## src/design/lcgrs_pkg.sv

```systemverilog
// lcgrs_pkg: shared types and constants for the ranged random source
// item structs, command codes and generator constants
// no dependencies
package lcgrs_pkg;

   localparam logic [1:0] CMD_RAW    = 2'd0;
   localparam logic [1:0] CMD_RANGED = 2'd1;
   localparam logic [1:0] CMD_LOAD   = 2'd2;
   localparam logic [1:0] CMD_PEEK   = 2'd3;

   localparam logic [31:0] LCG_MUL = 32'd1664525;
   localparam logic [31:0] LCG_INC = 32'd1013904223;

   typedef struct packed {
      logic [1:0]         cmd;
      logic signed [63:0] seed_value;
      logic signed [63:0] low_bound;
      logic signed [63:0] high_bound;
   } lcgrs_req_type;

   typedef struct packed {
      logic signed [63:0] value;
      logic [31:0]        state_now;
   } lcgrs_rsp_type;

endpackage

```

## src/design/lcgrs_divider.sv

```systemverilog
// lcgrs_divider: restoring radix-2 remainder unit, one bit per cycle
// 32-bit dividend and divisor, remainder only
// no package dependencies
module lcgrs_divider (
   input  logic        clock,
   input  logic        reset,
   input  logic        start,
   input  logic [31:0] dividend,
   input  logic [31:0] divisor,
   output logic        done,
   output logic [31:0] remainder
);

   logic        active_ff;
   logic        done_ff;
   logic [4:0]  cnt_ff;
   logic [31:0] rem_ff;
   logic [31:0] dvd_ff;
   logic [31:0] dsr_ff;
   logic [32:0] trial;
   logic [32:0] trial_diff;
   logic [31:0] rem_in;

   always_comb begin
      trial      = {rem_ff, dvd_ff[31]};
      trial_diff = trial - {1'b0, dsr_ff};
      if (!trial_diff[32]) begin
         rem_in = trial_diff[31:0];
      end else begin
         rem_in = trial[31:0];
      end
   end

   always_ff @(posedge clock) begin
      if (reset) begin
         active_ff <= 1'b0;
         done_ff   <= 1'b0;
         cnt_ff    <= '0;
      end else begin
         done_ff <= 1'b0;
         if (start) begin
            active_ff <= 1'b1;
            cnt_ff    <= '0;
         end else if (active_ff) begin
            cnt_ff <= cnt_ff + 5'd1;
            if (cnt_ff == 5'd31) begin
               active_ff <= 1'b0;
               done_ff   <= 1'b1;
            end
         end
      end
   end

   always_ff @(posedge clock) begin
      if (start) begin
         rem_ff <= '0;
         dvd_ff <= dividend;
         dsr_ff <= divisor;
      end else if (active_ff) begin
         rem_ff <= rem_in;
         dvd_ff <= {dvd_ff[30:0], 1'b0};
      end
   end

   assign done      = done_ff;
   assign remainder = rem_ff;

   // partial remainder stays reduced while iterating
   a_rem_reduced: assert property (@(posedge clock) disable iff (reset)
      active_ff |-> rem_ff < dsr_ff)
      else $error("partial remainder not below divisor");

   a_no_restart: assert property (@(posedge clock) disable iff (reset)
      start |-> !active_ff)
      else $error("divider restarted while busy");

   a_done_ends: assert property (@(posedge clock) disable iff (reset)
      done_ff |-> !active_ff && $past(active_ff))
      else $error("done without a finishing iteration");

endmodule

```

## src/design/lcg_ranged_random_source.sv

```systemverilog
// 32-bit linear congruential generator (multiplier 1664525, increment
// 1013904223) with raw draw, signed inclusive ranged draw, load and peek.
// Raw draw, load, peek and a ranged draw with an inverted range pass through
// the prep, eval and done states; a ranged draw with a full-width range adds a
// sum state after eval; an ordinary ranged draw waits in the divide state for
// the 32-step restoring remainder unit that reduces the new state by the range,
// then sums. Each result is registered out of the done state once the output
// register is free, and the next item is taken after that.
// One item is in work at a time; a finished result may wait in the output
// register while the next item is taken. The state is 0 after reset.
module lcg_ranged_random_source
   import lcgrs_pkg::*;
(
   input  logic          clock,
   input  logic          reset,
   input  logic          req_valid,
   output logic          req_ready,
   input  lcgrs_req_type req_item,
   output logic          rsp_valid,
   input  logic          rsp_ready,
   output lcgrs_rsp_type rsp_item
);

   localparam logic [2:0] S_IDLE = 3'd0;
   localparam logic [2:0] S_PREP = 3'd1;
   localparam logic [2:0] S_EVAL = 3'd2;
   localparam logic [2:0] S_DIV  = 3'd3;
   localparam logic [2:0] S_SUM  = 3'd4;
   localparam logic [2:0] S_DONE = 3'd5;

   logic [2:0]          fsm_ff;
   logic [2:0]          fsm_in;
   logic [31:0]         lcg_ff;
   logic [31:0]         lcg_in;
   logic [31:0]         lcg_next;
   lcgrs_req_type       req_ff;
   logic [63:0]         diff_ff;
   logic                inv_ff;
   logic                inv_now;
   logic                wide;
   logic [31:0]         rem_ff;
   logic signed [63:0]  value_ff;
   logic                rsp_valid_ff;
   lcgrs_rsp_type       rsp_ff;
   logic                out_free;
   logic                div_start;
   logic                div_done;
   logic [31:0]         div_rem;

   assign lcg_next  = lcg_ff * LCG_MUL + LCG_INC;
   assign inv_now   = req_ff.low_bound > req_ff.high_bound;
   assign wide      = (diff_ff[63:32] != 32'd0) || (diff_ff[31:0] == 32'hFFFF_FFFF);
   assign out_free  = !rsp_valid_ff || rsp_ready;
   assign div_start = (fsm_ff == S_EVAL) && (req_ff.cmd == CMD_RANGED) && !inv_ff && !wide;

   lcgrs_divider u_div (
      .clock     (clock),
      .reset     (reset),
      .start     (div_start),
      .dividend  (lcg_ff),
      .divisor   (diff_ff[31:0] + 32'd1),
      .done      (div_done),
      .remainder (div_rem)
   );

   always_comb begin
      fsm_in = fsm_ff;
      unique case (fsm_ff)
         S_IDLE: begin
            if (req_valid) begin
               fsm_in = S_PREP;
            end
         end
         S_PREP: fsm_in = S_EVAL;
         S_EVAL: begin
            if (req_ff.cmd == CMD_RANGED && !inv_ff) begin
               fsm_in = wide ? S_SUM : S_DIV;
            end else begin
               fsm_in = S_DONE;
            end
         end
         S_DIV: begin
            if (div_done) begin
               fsm_in = S_SUM;
            end
         end
         S_SUM: fsm_in = S_DONE;
         S_DONE: begin
            if (out_free) begin
               fsm_in = S_IDLE;
            end
         end
         default: fsm_in = S_IDLE;
      endcase
   end

   always_comb begin
      lcg_in = lcg_ff;
      if (fsm_ff == S_PREP) begin
         case (req_ff.cmd)
            CMD_RAW:    lcg_in = lcg_next;
            CMD_RANGED: lcg_in = inv_now ? lcg_ff : lcg_next;
            CMD_LOAD:   lcg_in = req_ff.seed_value[31:0];
            default:    lcg_in = lcg_ff;
         endcase
      end
   end

   always_ff @(posedge clock) begin
      if (reset) begin
         fsm_ff       <= S_IDLE;
         lcg_ff       <= '0;
         rsp_valid_ff <= 1'b0;
      end else begin
         fsm_ff <= fsm_in;
         lcg_ff <= lcg_in;
         if (fsm_ff == S_DONE && out_free) begin
            rsp_valid_ff <= 1'b1;
         end else if (rsp_ready) begin
            rsp_valid_ff <= 1'b0;
         end
      end
   end

   // operand capture and datapath registers
   always_ff @(posedge clock) begin
      if (fsm_ff == S_IDLE && req_valid) begin
         req_ff <= req_item;
      end
      if (fsm_ff == S_PREP) begin
         diff_ff <= req_ff.high_bound - req_ff.low_bound;
         inv_ff  <= inv_now;
      end
      if (fsm_ff == S_EVAL) begin
         rem_ff <= lcg_ff;
         if (req_ff.cmd == CMD_RANGED && inv_ff) begin
            value_ff <= req_ff.low_bound;
         end else begin
            value_ff <= $signed({32'd0, lcg_ff});
         end
      end
      if (fsm_ff == S_DIV && div_done) begin
         rem_ff <= div_rem;
      end
      if (fsm_ff == S_SUM) begin
         value_ff <= req_ff.low_bound + $signed({32'd0, rem_ff});
      end
      if (fsm_ff == S_DONE && out_free) begin
         rsp_ff.value     <= value_ff;
         rsp_ff.state_now <= lcg_ff;
      end
   end

   assign req_ready = (fsm_ff == S_IDLE);
   assign rsp_valid = rsp_valid_ff;
   assign rsp_item  = rsp_ff;

   a_div_only_waited: assert property (@(posedge clock) disable iff (reset)
      div_done |-> fsm_ff == S_DIV)
      else $error("remainder finished outside the divide step");

   a_result_from_done: assert property (@(posedge clock) disable iff (reset)
      $rose(rsp_valid_ff) |-> $past(fsm_ff) == S_DONE)
      else $error("result raised outside the done step");

   a_inverted_holds: assert property (@(posedge clock) disable iff (reset)
      (fsm_ff == S_PREP && req_ff.cmd == CMD_RANGED && inv_now) |=> $stable(lcg_ff))
      else $error("inverted range advanced the state");

   a_peek_holds: assert property (@(posedge clock) disable iff (reset)
      (fsm_ff == S_PREP && req_ff.cmd == CMD_PEEK) |=> $stable(lcg_ff))
      else $error("peek changed the state");

endmodule

```

## config.mk

```make
export PLATFORM = sky130hd
export DESIGN_NAME = lcg_ranged_random_source
export DESIGN_NICKNAME = d
export VERILOG_FILES = /design/src/design/lcgrs_pkg.sv /design/src/design/lcgrs_divider.sv /design/src/design/lcg_ranged_random_source.sv
export SDC_FILE = /design/constraint.sdc
export NUM_CORES = 1
export LEC_CHECK = 0
export BUFFER_PORTS_ARGS = -buffer_cell sky130_fd_sc_hd__buf_2
export CORE_AREA = 5 5 303 305
export DETAILED_ROUTE_END_ITERATION = 8
export DIE_AREA = 0 0 308 310
export SLEW_MARGIN = 20
export SYNTH_ARGS = -nofsm -noshare
export SYNTH_HDL_FRONTEND = slang
export SYNTH_SLANG_ARGS = --single-unit
```

## constraint.sdc

```tcl
create_clock -name clock -period 14.8 [get_ports clock]
set_clock_uncertainty 0.1 [all_clocks]
set_input_delay 2.96 -clock clock [delete_from_list [all_inputs] [get_ports clock]]
set_output_delay 2.96 -clock clock [all_outputs]
set_load 0.02 [all_outputs]
```

* After elaboration in Yosys (flattened, before gate mapping) *
Index checks and enable logic that the tools add are counted.

cells by class
  bitwise gates (word level) = 1
  equality and inequality tests = 13
  multipliers = 1
  mux-type cells = 22
  reduce and logical (&&, ||, !) cells = 25
  $lt $le $gt $ge = 1
  $add $sub $neg = 6

operators with widths
  cell                      count
  $mux W32                  6
  $mux W64                  3
  $pmux W32 S3              1
  $add A64 B33 Y64          1
  $gt A64 B64 Y1            1
  $sub A64 B64 Y64          1
  $sub A33 B32 Y33          1
  $add A32 B1 Y32 const B   1
  $add A32 B30 Y32 const B  1
  $eq A32 B32 Y1 const B    1
  $mul A32 B21 Y32 const B  1
  $reduce_bool A32 Y1       1
  $pmux W3 S6               1
  $mux W3                   5
  $logic_and A1 B1 Y1       8
  $reduce_bool A2 Y1        4
  $eq A3 B2 Y1 const B      2
  $eq A3 B3 Y1 const B      2
  $mux W1                   6
  $ne A2 B2 Y1 const B      3
  $reduce_and A3 Y1         2
  $add A5 B1 Y5 const B     1
  $eq A5 B5 Y1 const B      1
  $eq A3 B1 Y1 const B      1
  other kinds (11)          14

word-level totals
  input bits = 198
  output and inout bits = 98
  register bits after elaboration = 558
  word-level logic and storage cells = 88

* Longest topological paths before layout *
  depth after elaboration = 5
  mapped depth = 26
  gate-level depth less buffers = 25

* Cells and area by module *
Synthesis repeated with hierarchy kept, for this count alone.

unflattened totals
  cell total of the unflattened synthesis = 3,189
  area, all modules = 35,016.1 um2

modules (own cells, without submodules)
  module                    times used  area each (um2)  cells an instance  seq. area each (um2)
  lcg_ranged_random_source  1           29,062.9         2,592              13,302.8
  lcgrs_divider             1           5,953.2          597                2,702.6

* Worst setup path before layout *
No wires, ideal clock.

  kind = input to register
  from = in rsp_ready
  to = reg rsp_ff, in the netlist rsp_item[0] (enable)
  buffers on the path = 0
  library setup time = 0.563 ns
  required time = 14.137 ns
  data arrival time = 7.353 ns
  stages on the path = 2
  setup slack = 6.784 ns
  path through = nand2b_1 -> nor2b_1

on the way
  word-level cells in the longest chain between the ends = 2

ends and longest elaborated chain
  element              line                             text
  start, declared      lcg_ranged_random_source.sv:20   input logic rsp_ready,
  $logic_or A1 B1 Y1   lcg_ranged_random_source.sv:53   assign out_free = !rsp_valid_ff || rsp_ready;
  $logic_and A1 B1 Y1  lcg_ranged_random_source.sv:148  if (fsm_ff == S_DONE && out_free) begin
  end, declared        lcg_ranged_random_source.sv:44   lcgrs_rsp_type rsp_ff;

No other way between the ends.
A chain may end at the register's enable or synchronous reset.

* Worst setup path after layout *
  from = reg lcg_ff[1]
  to = reg lcg_ff[30]

on the way
  word-level cells in the longest chain between the ends = 4

ends and longest elaborated chain
  element                 line                             text
  start, declared         lcg_ranged_random_source.sv:33   logic [31:0] lcg_ff;
  start signal, assigned  lcg_ranged_random_source.sv:116  lcg_ff <= lcg_in;
  $mul A32 B21 Y32 *      lcg_ranged_random_source.sv:50   assign lcg_next = lcg_ff * LCG_MUL + LCG_INC;
  $add A32 B30 Y32 *      lcg_ranged_random_source.sv:50
  $mux W32                lcg_ranged_random_source.sv:102  CMD_RANGED: lcg_in = inv_now ? lcg_ff : lcg_next;
  $pmux W32 S3 *          lcg_ranged_random_source.sv:100  case (req_ff.cmd)

Every way passes the cells marked *; elsewhere a longest branch is shown, timed or not. The select of a mux whose other input is x is not followed.

==> results.cfg <==
[status]
status = completed

[cts]
cts_tree = built
cts_root_buffer = clkbuf_16
clk_path_buf_depth = 3
cts.sinks = 558
h-tree-depth = 2
clock_latency_ns = 0.66
clk_pin_slew_worst_paths_ns = 0.06
cts_resized = 0
hold_buffers = 0
cts_buffers = 61
postCtsSetupBuffers = 0

[global_route]
grt_pass1_wl_mm = 146.9
track_usage_pct = 20.01
grt_max_degree = 68
grt_pass1_vias = 24136
grt_overflow = 0
antenna_found_initial = 5

[logic_synthesis]
synth.area.top_cells = edfxtp_1 (41%), ha_1 (10%), fa_1 (8.0%), inv_1 (4.7%), dfxtp_1 (4.3%)
async_reset_ff_share_pct = 0
ys.flop_type = edfxtp_1
synth-edff-count = 483
synth_largest_area_cell = edfxtp_1
yosys_warnings = 0
synth_cells = 3275
syn_area_per_cell_sq_um = 10.74
synth_area_sq_um = 35190
yosysUniqueCellTypes = 87
seq_area_frac_synth_pct = 45.49
synth_fp_nets = 3904
netlist.area_leader.share_pct = 41.22
synth-seq-cells = 558

[worst_setup_path]
critical_path_required_ns = 15.18
startpoint_type = register
worstPathArrival_ns = 7.65
cp_max_fo = 14
end_kind = register
worst-setup-path-type = reg2reg

[die]
fp.dieW_um = 308
core_area_sq_um = 89050
io_pins = 296
rows = 110
initial_core_util_pct = 39.51
die-area_sq_um = 95480
fp.dieH_um = 310

[sta]
period_minus_slack_ns = 7.269
rsz0062_at_grt = no
drv_slew = 0
post-route-period-util_pct = 49.12
finalSetupTns_ns = 0
hold_viol = 0
max_freq_ghz = 0.1376
worst_pin_slew_ns = 1.067
setup_viol = 0
relSlewSlack_pct = 28.89

[drt]
detail-route-antenna-nets = 0
drt_first_iter_violations = 1715
wl_per_cell_um = 20.58
dr.pass1.iters = 5
drc = 0
drt-total-wl_mm = 97.89
routed-via-count = 24917
via_per_inst = 5.239

[hold_path]
hold_path_class = reg2reg

[finish]
nNetsFinal = 4156
syn_to_final_growth_pct = 13.74
finish.utilization_pct = 44.94
layout-drive-gt1-share_pct = 13.13
nFillCells = 8371

[pwr]
power.leakage_nw = 17.11
vdd_drop_max_mv = 0.3217
p_per_area_nw_per_um2 = 221.0

[place]
dp_hpwl_mm = 75.05
gp_congestion = 0.9131
io_buffers = 263

[flow_run]
drv_cap = 0
-- cells in the final DEF (no fill, tap or decap), drive strengths merged, types with 61 or more instances in the layout --
master	instances
a21oi	186
dfxtp	75
edfxtp	483
ha	291
nor2	193
buf	292
fa	140
xnor2	123
nand2	292
a21o	79
a211oi	61
clkbuf	73
o21ai	174
inv	443
-- routing by layer --
| layer | vias to the layer above | track usage (%) | share of wire (%) |
|---|---|---|---|
| met1 | 12090 | 27.58 | 44 |
| met2 | 647 | 33.60 | 48 |
| met5 | - | 0 | 0.012 |
| li1 | 12066 | - | - |
| met4 | 2 | 4.437 | 2.2 |
| met3 | 112 | 3.253 | 5.6 |
-- stage by stage --
step / instances / power [mW] / instance area [sq um] / hold slack [ns] / setup WS [ns]
6_report: 4756 / 8.844 / 40020 / 0.3158 / 7.531
5_1_grt: 4755 / 9.708 / 40020 / 0.3214 / 7.089
4_1_cts: 4755 / 8.921 / 40010 / 0.3190 / 7.497
3_5_place_dp: 4640 / 7.227 / 37850 / 0.3045 / 7.530
3_3_place_gp: 4640 / 7.226 / 37850 / 0.3014 / 7.544
2_1_floorplan: 3275 / 5.919 / 35190 / 0.3003 / 6.784
-- logic make-up after synthesis --
kind of cell	share of synthesized area [%]
AO/OA/AOI/OAI	13.01
XOR/XNOR	4.505
multiplexers	2.578
flip-flops	45.49
buffers and inverters	5.903
adder cells (fa/ha/maj)	18.31
AND/OR/NAND/NOR	10.21
-- path summary, 6_finish.rpt --
kind                           from                       to  slack (ns)  cells past startpoint
max          lcg_ff[1]$_SDFFE_PP0P_  lcg_ff[30]$_SDFFE_PP0P_        7.53                     25
min          value_ff[22]$_DFFE_PP_   rsp_item[54]$_DFFE_PP_        0.32                      0
max reg2reg  lcg_ff[1]$_SDFFE_PP0P_  lcg_ff[30]$_SDFFE_PP0P_        7.53                     25
min reg2reg  value_ff[22]$_DFFE_PP_   rsp_item[54]$_DFFE_PP_        0.32                      0
-- registers in the layout, summed over array words and instances (netlist names) --
| name | flops |
|---|---|
| u_div.remainder | 32 |
| rsp_item | 96 |
| lcg_ff | 32 |
| inv_ff | 1 |
| u_div.dvd_ff | 32 |
| req_ff | 162 |
| value_ff | 64 |
| fsm_ff | 3 |
| u_div.cnt_ff | 5 |
| u_div.dsr_ff | 32 |
| diff_ff | 64 |
| rsp_valid | 1 |
| rem_ff | 32 |
| u_div.done | 1 |
| u_div.active_ff | 1 |
-- cell type report --
class | instances | area [sq um] | share of cell area [%]
Tap cell | 1176 | 1471 | 3.677
Timing Repair Buffer | 292 | 1534 | 3.833
Clock inverter | 42 | 563.0 | 1.407
Clock buffer | 73 | 1593 | 3.980
Multi-Input combinational cell | 2174 | 17200 | 42.97
Sequential cell | 558 | 16010 | 40.00
Antenna cell | 1 | 2.502 | 0.006253
Inverter | 440 | 1652 | 4.127
-- power by group --
part           internal (mW)  leakage (nW)  total (mW)  switching (mW)
sequential              1.91          5.11        2.07           0.157
combinational           2.08          11.0        5.14            3.06
clock                  0.967          1.01        1.63           0.668
-- synthesized netlist by cell type (43+ instances only) --
cell type and count:
a21oi_1 182, fa_1 140, xor2_1 58, mux2i_1 58, nor2_1 193, dfxtp_1 75, nand3_1 46, xnor2_1 123
edfxtp_1 483, nand2_1 292, a211oi_1 61, nor3_1 43, inv_1 440, ha_1 291, o21ai_0 165, clkbuf_1 82
a21o_1 78
-- critical path: stages, from the launching register on --
cell and delay, ns:
dfxtp_1 0.31, buf_4 0.26, inv_1 0.20, ha_1 0.37
xor2_1 0.60, inv_1 0.10, ha_1 0.32, fa_1 0.57
inv_1 0.06, fa_1 0.56, inv_1 0.07, fa_1 0.50
fa_1 0.55, inv_1 0.06, fa_1 0.53, inv_1 0.04
ha_1 0.31, o21ai_0 0.11, nand2b_1 0.10, and4_1 0.22
a32o_1 0.21, a21oi_1 0.25, a211oi_1 0.14, or3_1 0.36
nand3_1 0.10, a311oi_1 0.11
No activity file was read; power rests on OpenSTA's default activity.
